### src/hw/rtl/output_restricted_deque_defines.svh
// ---------------------------------------------------------------------------
// Assertion macros for the output-restricted deque.
// ---------------------------------------------------------------------------
`ifndef OUTPUT_RESTRICTED_DEQUE_DEFINES_SVH
`define OUTPUT_RESTRICTED_DEQUE_DEFINES_SVH

`ifndef ASSERT_OFF

// Check a property on every clock edge outside reset
`define ORD_ASSERT(lbl, prop, msg) \
    lbl: assert property (@(posedge i_clk) disable iff (!i_rst_n) prop) else $error(msg);

// Check a property on every clock edge, reset included
`define ORD_ASSERT_ALWAYS(lbl, prop, msg) \
    lbl: assert property (@(posedge i_clk) prop) else $error(msg);

`else

`define ORD_ASSERT(lbl, prop, msg)
`define ORD_ASSERT_ALWAYS(lbl, prop, msg)

`endif

`endif

### src/hw/rtl/ord_pkg.sv
// ---------------------------------------------------------------------------
// ord_pkg
// Shared types and constants of the output-restricted deque.
// ---------------------------------------------------------------------------
package ord_pkg;

    localparam int DEPTH_DEF      = 32;
    localparam int DATA_WIDTH_DEF = 32;
    localparam int ENTRY_W        = 32;
    localparam int STATUS_W       = 2;

    // Request opcodes
    typedef enum logic [1:0] {
        MODE_PUSH_REAR  = 2'd0,
        MODE_PUSH_FRONT = 2'd1,
        MODE_POP        = 2'd2,
        MODE_NOP        = 2'd3
    } t_mode;

    // Result status codes
    typedef enum logic [STATUS_W-1:0] {
        STATUS_DONE  = 2'd0,
        STATUS_FULL  = 2'd1,
        STATUS_EMPTY = 2'd2
    } t_status;

    // Per-cell operation, broadcast along the chain
    typedef enum logic [1:0] {
        CELL_HOLD       = 2'd0,
        CELL_TO_REAR    = 2'd1,
        CELL_TO_FRONT   = 2'd2,
        CELL_LOAD       = 2'd3
    } t_cell_op;

    typedef struct packed {
        t_cell_op op;
        logic     sel;
    } t_cell_ctrl;

endpackage

### src/hw/rtl/output_restricted_deque.sv
// A result is presented in the cycle after its request is accepted.
// Throughput: one request per cycle while results are taken; every operation
// moves the whole cell chain by at most one slot, and a stalled result holds
// off the next request until it is taken.
// The front of the deque always sits in cell 0, so a pop reads a fixed cell.
// Reset clears the entry count and the result valid; cell contents stay
// undefined and are never read before they are written.
// ---------------------------------------------------------------------------
// output_restricted_deque
// Deque with pushes at both ends and pops from the front, built as a
// shifting chain of cells with a registered result stage.
// ---------------------------------------------------------------------------
`include "output_restricted_deque_defines.svh"

module output_restricted_deque #(
    parameter int DEPTH      = ord_pkg::DEPTH_DEF,
    parameter int DATA_WIDTH = ord_pkg::DATA_WIDTH_DEF,
    parameter int CNT_W      = $clog2(DEPTH + 1)
) (
    input  logic                         i_clk,
    input  logic                         i_rst_n,
    // Request channel
    input  logic                         i_in_valid,
    output logic                         o_in_stall,
    input  logic [1:0]                   i_mode,
    input  logic [ord_pkg::ENTRY_W-1:0]  i_entry_value,
    // Result channel
    output logic                         o_out_valid,
    input  logic                         i_out_stall,
    output logic [ord_pkg::ENTRY_W-1:0]  o_popped_value,
    output logic [ord_pkg::STATUS_W-1:0] o_status,
    output logic [CNT_W-1:0]             o_occupancy,
    output logic                         o_is_empty,
    output logic                         o_is_full
);

    localparam logic [CNT_W-1:0] FULL_CNT = CNT_W'(DEPTH);

    logic                        r_out_valid;
    logic [ord_pkg::ENTRY_W-1:0] r_popped_value;
    logic [ord_pkg::STATUS_W-1:0] r_status;
    logic [CNT_W-1:0]            r_occupancy;
    logic                        r_is_empty;
    logic                        r_is_full;

    logic [CNT_W-1:0]            r_count;
    logic [CNT_W-1:0]            n_count;

    logic                        w_accept;
    logic                        w_full;
    logic                        w_empty;
    ord_pkg::t_cell_op           w_op;
    ord_pkg::t_status            w_status;
    logic [ord_pkg::ENTRY_W-1:0] w_popped;
    logic [63:0]                 w_in_ext;
    logic [63:0]                 w_front_ext;
    logic [DATA_WIDTH-1:0]       w_word;
    logic [DATA_WIDTH-1:0]       w_cell_data [DEPTH];
    logic                        w_push_reject;
    logic                        w_empty_rsp;

    // Accept a request whenever the result stage is free or being drained
    assign o_in_stall = r_out_valid && i_out_stall;
    assign w_accept   = i_in_valid && !o_in_stall;

    assign w_full  = (r_count == FULL_CNT);
    assign w_empty = (r_count == '0);

    // Fit the request word and the front word to the cell width
    assign w_in_ext    = {32'd0, i_entry_value};
    assign w_word      = w_in_ext[DATA_WIDTH-1:0];
    assign w_front_ext = 64'(w_cell_data[0]);

    // Decode the request into a chain operation, status and new count
    always_comb begin
        w_op     = ord_pkg::CELL_HOLD;
        w_status = ord_pkg::STATUS_DONE;
        w_popped = '0;
        n_count  = r_count;
        case (ord_pkg::t_mode'(i_mode))
            ord_pkg::MODE_PUSH_REAR: begin
                if (w_full) begin
                    w_status = ord_pkg::STATUS_FULL;
                end else begin
                    w_op    = ord_pkg::CELL_LOAD;
                    n_count = r_count + 1'b1;
                end
            end
            ord_pkg::MODE_PUSH_FRONT: begin
                if (w_full) begin
                    w_status = ord_pkg::STATUS_FULL;
                end else begin
                    w_op    = ord_pkg::CELL_TO_REAR;
                    n_count = r_count + 1'b1;
                end
            end
            ord_pkg::MODE_POP: begin
                if (w_empty) begin
                    w_status = ord_pkg::STATUS_EMPTY;
                end else begin
                    w_op     = ord_pkg::CELL_TO_FRONT;
                    w_popped = w_front_ext[ord_pkg::ENTRY_W-1:0];
                    n_count  = r_count - 1'b1;
                end
            end
            default: begin
                w_op = ord_pkg::CELL_HOLD;
            end
        endcase
    end

    // Build the chain: cell 0 is the front, the new word enters there on a
    // front push; the first free cell takes it on a rear push
    for (genvar g = 0; g < DEPTH; g++) begin : g_cell
        ord_pkg::t_cell_ctrl   w_ctrl;
        logic [DATA_WIDTH-1:0] w_front_nb;
        logic [DATA_WIDTH-1:0] w_rear_nb;

        assign w_ctrl.op  = w_accept ? w_op : ord_pkg::CELL_HOLD;
        assign w_ctrl.sel = (r_count == CNT_W'(g));

        if (g == 0) begin : g_head
            assign w_front_nb = w_word;
        end else begin : g_body
            assign w_front_nb = w_cell_data[g-1];
        end

        if (g == DEPTH - 1) begin : g_tail
            assign w_rear_nb = w_cell_data[g];
        end else begin : g_inner
            assign w_rear_nb = w_cell_data[g+1];
        end

        ord_cell #(
            .DATA_WIDTH (DATA_WIDTH)
        ) u_cell (
            .i_clk        (i_clk),
            .i_ctrl       (w_ctrl),
            .i_front_data (w_front_nb),
            .i_rear_data  (w_rear_nb),
            .i_word       (w_word),
            .o_data       (w_cell_data[g])
        );
    end

    // Advance the entry count
    always_ff @(posedge i_clk) begin
        if (!i_rst_n) begin
            r_count <= '0;
        end else if (w_accept) begin
            r_count <= n_count;
        end
    end

    // Hold the result until it is taken
    always_ff @(posedge i_clk) begin
        if (!i_rst_n) begin
            r_out_valid <= 1'b0;
        end else if (w_accept) begin
            r_out_valid <= 1'b1;
        end else if (!i_out_stall) begin
            r_out_valid <= 1'b0;
        end
    end

    always_ff @(posedge i_clk) begin
        if (w_accept) begin
            r_popped_value <= w_popped;
            r_status       <= w_status;
            r_occupancy    <= n_count;
            r_is_empty     <= (n_count == '0);
            r_is_full      <= (n_count == FULL_CNT);
        end
    end

    assign o_out_valid    = r_out_valid;
    assign o_popped_value = r_popped_value;
    assign o_status       = r_status;
    assign o_occupancy    = r_occupancy;
    assign o_is_empty     = r_is_empty;
    assign o_is_full      = r_is_full;

    // Flag rejected pushes and empty-pop results for the checks
    assign w_push_reject = w_accept && (w_status == ord_pkg::STATUS_FULL);
    assign w_empty_rsp   = o_out_valid && (o_status == ord_pkg::STATUS_EMPTY);

    // Checks
    `ORD_ASSERT_ALWAYS(a_reset_clears_valid, !i_rst_n |=> !o_out_valid, "result valid after reset")
    `ORD_ASSERT(a_count_range, r_count <= FULL_CNT, "entry count beyond depth")
    `ORD_ASSERT(a_full_push_keeps_count, w_push_reject |=> $stable(r_count), "full push moved count")
    `ORD_ASSERT(a_accept_gives_result, w_accept |=> o_out_valid, "accepted request left no result")
    `ORD_ASSERT(a_empty_status_flag, w_empty_rsp |-> o_is_empty && o_popped_value == '0, "bad empty pop")

endmodule

### src/hw/rtl/ord_cell.sv
// ---------------------------------------------------------------------------
// ord_cell
// One slot of the deque chain: takes its front or rear neighbor on a shift,
// or the new word when it is the first free slot on a rear push.
// ---------------------------------------------------------------------------
module ord_cell #(
    parameter int DATA_WIDTH = ord_pkg::DATA_WIDTH_DEF
) (
    input  logic                  i_clk,
    input  ord_pkg::t_cell_ctrl   i_ctrl,
    input  logic [DATA_WIDTH-1:0] i_front_data,
    input  logic [DATA_WIDTH-1:0] i_rear_data,
    input  logic [DATA_WIDTH-1:0] i_word,
    output logic [DATA_WIDTH-1:0] o_data
);

    logic [DATA_WIDTH-1:0] r_data;
    logic [DATA_WIDTH-1:0] n_data;

    // Select the next slot content
    always_comb begin
        n_data = r_data;
        case (i_ctrl.op)
            ord_pkg::CELL_HOLD:     n_data = r_data;
            ord_pkg::CELL_TO_REAR:  n_data = i_front_data;
            ord_pkg::CELL_TO_FRONT: n_data = i_rear_data;
            ord_pkg::CELL_LOAD:     n_data = i_ctrl.sel ? i_word : r_data;
            default:                n_data = r_data;
        endcase
    end

    // Hold the slot content
    always_ff @(posedge i_clk) begin
        r_data <= n_data;
    end

    assign o_data = r_data;

endmodule

### config.mk
export PLATFORM = sky130hd
export DESIGN_NAME = output_restricted_deque
export DESIGN_NICKNAME = d
export VERILOG_FILES = /design/src/hw/rtl/ord_pkg.sv /design/src/hw/rtl/output_restricted_deque.sv /design/src/hw/rtl/ord_cell.sv
export VERILOG_INCLUDE_DIRS = /design/src /design/src/hw/rtl
export SDC_FILE = /design/constraint.sdc
export NUM_CORES = 1
export LEC_CHECK = 0
export BUFFER_PORTS_ARGS = -buffer_cell sky130_fd_sc_hd__buf_2
export CAP_MARGIN = 20
export CORE_MARGIN = 3
export CORE_UTILIZATION = 47
export CTS_BUF_LIST = sky130_fd_sc_hd__clkbuf_8
export CTS_CLUSTER_DIAMETER = 80
export DETAILED_ROUTE_END_ITERATION = 6
export PLACE_DENSITY = 0.73
export SETUP_SLACK_MARGIN = 0.4
export SLEW_MARGIN = 20
export SYNTH_ARGS = -nofsm -noshare
export SYNTH_HDL_FRONTEND = slang
export SYNTH_SLANG_ARGS = --single-unit
### constraint.sdc
create_clock -name i_clk -period 4.5 [get_ports i_clk]
set_clock_uncertainty 0.1 [all_clocks]
set_input_delay 0.225 -clock i_clk [delete_from_list [all_inputs] [get_ports i_clk]]
set_output_delay 0.225 -clock i_clk [all_outputs]
set_load 0.02 [all_outputs]
==> impl_metrics.yaml, run 1 <==
timing:
  slew_viol_final: 0
  max_freq_mhz: 258
  max_slew_margin_pct: 37.8
  fin_crit_ns: 3.87
  fin_crit_sh_pct: 86.1
  setup_violations: 0
  worst_pin_slew_ns: 0.930
  hold_viol: 0
  rsz0062_at_grt: "no"
  setup_tns_ns: 0
worst_setup_path:
  r2r_setup_slack_ns: 0.63
  critPathSlowestCell: "a21oi_4"
  cp_max_fo: 23
  cp.arrival_ns: 4.20
  worst_setup_path_start_kind: "flop"
  end_kind: "flop"
  path_class: "reg -> reg"
  r2r_cells: 7
  critical_path_required_ns: 4.82
  cpPeakStageDelay_ns: 0.78
  path_cells: "inv_1, ha_1, nor2b_2, a31oi_1, nand2_4, a21oi_4, buf_4"
clock_tree:
  ctsResizeCount: 0
  cts_root_buf: "clkbuf_8"
  cts_tree: "built"
  clk_pin_slew_ns: 0.07
  clock-sinks: 1073
  numCtsBuffers: 163
  clk_latency_ns: 0.83
  cts_max_path_buffers: 3
  htreeDepth: 4
logic_synthesis:
  synthSimpleGateAreaFrac_pct: 1.95
  synth_cell_types: 53
  synth_compound_area_share_pct: 22.3
  synthAdderAreaFrac_pct: 0.109
  synth_flop_cell: "edfxtp_1"
  ys_warn_count: 0
  synth.area.top_cells: "edfxtp_1, a221o_1, buf_2"
  async_flop_share_pct: 0
  synthXorXnorAreaFrac_pct: 0.0765
  synth_area_leader_cell: "edfxtp_1"
  syn_nets: 2737
  synth_edf_count: 1066
  synth.top_cell.area_share_pct: 69.9
  synth_area_per_cell_um2: 17.0
  netlist_area_mm2: 0.0458
  synthMuxAreaShare_pct: 0.811
  yosysSeqAreaShare_pct: 70.2
  synthCells: 2695
  synth_seq_cells: 1073
  synth_top_family_by_area: "compound AO/OA/AOI/OAI gates"
job:
  drv_cap: 0
placed_design:
  dp_hpwl_mm: 62.6
  numPortBuffers: 81
  gp_congestion: 0.821
floorplanning:
  core-area_mm2: 0.0959
  start_util_pct: 47.8
  dieWidth_um: 318
  placement_rows: 113
  ios: 82
  dieArea_mm2: 0.101
  die_h_um: 318
routing:
  drt_first_pass_iters: 6
  drt_iter0_markers: 4303
  wl_mm: 115
  vias: 29000
  wl_per_cell_um: 28.1
  drtAntennaViolNets: 0
  route.detailed.drc: 0
  vias_per_cell: 7.07
global_routing:
  grt_pass1_wl_mm: 176
  overflow: 0
  antenna_found_initial: 1
  grt_pass1_vias: 28500
  grt_max_degree: 136
  gr-usage-all-layers_pct: 22.1
worst_hold_path:
  hold_depth: 3
  min_path_type: "in -> reg"
power_and_ir_drop:
  peakVddDrop_v: 0.000233
  power_density_mw_per_mm2: 458
  p_total_w: 0.0232
  leakage_nw: 17.0
final_layout:
  multiInputGateArea_mm2: 0.0120
  final_common_cell: "edfxtp_1"
  final_cell_mix: "edfxtp_1, a221o_1, clkbuf_8"
  drive_above_1_share_pct: 15.5
  area_delta_synth_final_pct: 10.5
  layout.nets: 2761
  n_fill_cell: 7533
  seq_area_mm2: 0.0322
status:
  status: "complete, no violations"
[power breakdown]
part           switching (W)  internal (W)  total (W)  leakage (nW)
sequential          0.000537        0.0123     0.0128          10.1
clock                0.00381       0.00374    0.00755          1.69
combinational        0.00160       0.00118    0.00278          5.24
total                0.00595        0.0172     0.0232          17.0
[area by class of cell]
class | count | area share (%)
tap | 1265 | 3.13
inverter | 7 | 0.0519
antenna | 2 | 0.00989
multi-input combinational | 1242 | 23.6
timing repair buffer | 232 | 3.84
sequential | 1073 | 63.5
clock buffer | 167 | 4.54
clock inverter | 119 | 1.29
[worst max-delay path, delay by kind of cell, from the launching register on]
kind / cells / cell delay (ns)
DFF: 1 / 0.49
buffers and inverters: 2 / 0.68
AOI/OAI and AO/OA: 2 / 1.25
and+or+nand+nor: 2 / 0.64
adders and majority gates: 1 / 0.27
[flip-flops by register name, indices dropped and copies added (netlist names)]
register,flops
o_status,2
g_cell.u_cell.o_data,1024
o_out_valid,1
r_count,6
o_popped_value,32
o_is_empty,1
o_is_full,1
o_occupancy,6
[timing repair]
| item | in CTS | in global routing |
|---|---|---|
| hold endpoints to repair | 75 | 0 |
| hold buffers | 40 | 0 |
| setup endpoints to repair | 0 | 21 |
| buffers inserted | 0 | 1 |
[synth_stat cells (4+ instances only)]
| master | instances |
|---|---|
| mux2_1 | 32 |
| ha_1 | 4 |
| nand3_1 | 14 |
| buf_6 | 26 |
| clkbuf_1 | 143 |
| nor2b_1 | 5 |
| a21oi_1 | 36 |
| a221o_1 | 960 |
| nor4_1 | 4 |
| edfxtp_1 | 1066 |
| buf_4 | 78 |
| buf_1 | 5 |
| nor2_1 | 9 |
| nand2b_1 | 4 |
| buf_2 | 120 |
| and2_1 | 71 |
| inv_1 | 6 |
| dfxtp_1 | 7 |
| a21o_1 | 32 |
| nand2_1 | 31 |
[stage by stage]
stage	instance area (um2)	utilization [%]	cells	hold WS, ns	setup WS (ns)
final	50600	52.8	4107	0.151	0.626
after detailed placement	47300	49.3	3778	0.363	0.584
after CTS	50600	52.8	4104	0.0799	0.493
after global routing	50600	52.8	4106	0.131	0.442
after floorplan	45800	-	2695	0.243	0.836
after global placement	47200	49.2	3776	0.341	0.588
[kinds of logic (layout without fill, tap and decap cells)]
kind of cell             Yosys count  in the layout
buffers and inverters            380            525
adder cells (fa/ha/maj)            4              4
XOR/XNOR                           4              4
AND/OR/NAND/NOR                  152            152
flip-flops                      1073           1073
other                              0              2
multiplexers                      33             33
AO/OA/AOI/OAI                   1049           1049
[per-layer routing]
layer	part of all wire, %	track usage, %	vias to the layer above
li1	-	-	12000
met1	40	30.6	14900
met2	47	34.5	1871
met3	9.4	4.73	256
met4	3.0	7.98	0
met5	0	0	-
[worst paths after layout]
check,from,end
worst max-delay path,r_count[0],g_cell[25].u_cell.o_data[3]
worst min-delay path,i_entry_value[12],g_cell[0].u_cell.o_data[12]
worst max register to register,r_count[0],g_cell[25].u_cell.o_data[3]
worst min register to register,g_cell[0].u_cell.o_data[14],o_popped_value[14]
Power figures use the tool's default switching activity.
==> run 2: changes to the inputs <==
--- a/config.mk
+++ b/config.mk
@@ -9,11 +9,11 @@
 export BUFFER_PORTS_ARGS = -buffer_cell sky130_fd_sc_hd__buf_2
 export CAP_MARGIN = 20
 export CORE_MARGIN = 3
-export CORE_UTILIZATION = 47
+export CORE_UTILIZATION = 35
 export CTS_BUF_LIST = sky130_fd_sc_hd__clkbuf_8
 export CTS_CLUSTER_DIAMETER = 80
 export DETAILED_ROUTE_END_ITERATION = 6
-export PLACE_DENSITY = 0.73
+export PLACE_DENSITY = 0.59
 export SETUP_SLACK_MARGIN = 0.4
 export SLEW_MARGIN = 20
 export SYNTH_ARGS = -nofsm -noshare
==> run 2 against run 1 <==
Effect of this change:
- sequential share of layout area shrank 1.1 points
- clock power grew 4.0%
- total power grew 1.2%
- global-route usage shrank 5.6 points
- largest cell class unchanged
- sequential power is essentially flat
- utilization shrank 13 points
- wire length grew 0.26%
- first-iteration DRC count shrank 18%
==> impl_metrics.yaml, run 2 (synthesized netlist as in run 1, its figures left out) <==
status:
  status: "complete, no violations"
floorplanning:
  die_h_um: 368
  dieWidth_um: 368
  core-area_mm2: 0.130
  dieArea_mm2: 0.135
  start_util_pct: 35.3
  placement_rows: 132
  ios: 82
routing:
  highest_layer: "met4"
  wl_mm: 116
  wl_met1_mm: 49.6
  route.detailed.drc: 0
  vias_per_cell: 6.19
  drt_iter0_markers: 3528
  vias: 28700
  wl_met3_mm: 8.13
  drt_first_pass_iters: 5
  dr_wl_met2_mm: 54.8
  wl_per_cell_um: 25.0
  drtAntennaViolNets: 0
global_routing:
  gr-usage-all-layers_pct: 16.5
  overflow: 0
  grt_pass1_vias: 28100
  grt_pass1_wl_mm: 177
  antenna_found_initial: 3
  grt_max_degree: 196
timing:
  max_freq_mhz: 258
  max_slew_margin_pct: 30.5
  hold_viol: 0
  fin_crit_ns: 3.88
  worst_pin_slew_ns: 1.04
  setup_tns_ns: 0
  fin_crit_sh_pct: 86.2
  rsz0062_at_grt: "no"
  slew_viol_final: 0
  setup_violations: 0
placed_design:
  gp_congestion: 0.782
  numPortBuffers: 81
  postPlaceCellArea_mm2: 0.0479
  dp_hpwl_mm: 65.4
worst_setup_path:
  worst_setup_path_start_kind: "flop"
  r2r_setup_slack_ns: 0.62
  cp.arrival_ns: 4.24
  critical_path_required_ns: 4.86
  end_kind: "flop"
  path_class: "reg -> reg"
  cp_max_fo: 17
final_layout:
  finalInstanceArea_mm2: 0.0515
  largest_reg_flops: 1024
  final_cell_mix: "edfxtp_1, a221o_1, clkbuf_8"
  fin_util_pct: 39.7
  layout.nets: 2795
  final_common_cell: "edfxtp_1"
  area_delta_synth_final_pct: 12.4
  drive_above_1_share_pct: 16.5
  n_fill_cell: 11700
power_and_ir_drop:
  power_density_mw_per_mm2: 455
  peakVddDrop_v: 0.000258
  leakage_nw: 17.3
clock_tree:
  cts_max_path_buffers: 3
  cts_tree: "built"
  htreeDepth: 4
  numCtsBuffers: 175
  clock-sinks: 1073
  cts_root_buf: "clkbuf_8"
  clk_latency_ns: 0.83
  clk_pin_slew_ns: 0.06
  ctsResizeCount: 0
worst_hold_path:
  min_path_type: "in -> reg"
job:
  drv_cap: 0
## run 2: cell count changes in the layout (fill, tap and decap cells not counted), sizes merged
| cell | delta |
|---|---|
| buf | +20 |
| bufinv | -2 |
| clkinv | -1 |
| clkbuf | +14 |
| diode | -1 |
| clkinvlp | +1 |
| inv | +12 |
| dlygate4sd3 | +2 |
## run 2: report_power, final
group	internal [W]	switching, W
Combinational	0.00119	0.00160
Sequential	0.0123	0.000511
Clock	0.00391	0.00394
Total	0.0174	0.00606
## run 2: repair_timing
action | CTS | global route
endpoints found under the hold margin | 367 | 0
hold buffers | 42 | 0
endpoints found under the setup margin | 0 | 11
setup buffers | 0 | 3
## run 2: final timing paths
check                                  to  cells past startpoint                         start
min           g_cell[0].u_cell.o_data[16]                      3             i_entry_value[16]
max           g_cell[18].u_cell.o_data[2]                      8                    r_count[0]
min reg2reg  g_cell[30].u_cell.o_data[20]                      1  g_cell[31].u_cell.o_data[20]
max reg2reg   g_cell[18].u_cell.o_data[2]                      8                    r_count[0]
## run 2: metrics by stage
stage / instances / hold slack [ns] / power (W) / setup slack (ns)
global route: 4629 / 0.118 / 0.0244 / 0.443
floorplan: 2695 / 0.243 / 0.0147 / 0.836
finish: 4629 / 0.153 / 0.0234 / 0.623
global placement: 4273 / 0.341 / 0.0156 / 0.640
CTS: 4625 / 0.0771 / 0.0237 / 0.563
detailed placement: 4273 / 0.351 / 0.0157 / 0.562
## run 2: layout make-up
cell class              count  area (um2)  area share (%)
flip-flops and latches   1073       32200            62.4
multi-input cells        1242       12000            23.2
clock buffers             181        2490            4.84
well taps                1742        2180            4.23
repair buffers            254        2030            3.93
clock inverters           129         658            1.28
inverters                   7        26.3          0.0510
diodes                      1        2.50         0.00486
## run 2: worst max-delay path, cell delays in order (launching register included)
cell     delay [ns]
dfxtp_1        0.49
inv_1          0.15
ha_1           0.28
nor2b_2        0.19
a31oi_1        0.47
nand2_4        0.37
buf_4          0.32
a21oi_4        0.67
buf_4          0.45
## run 2: routing by layer
metal  vias to the layer above  track usage [%]
met5                         -                0
met4                         0             5.77
met3                       205             2.92
met2                      1402             26.3
met1                     14900             22.7
li1                      12100                -
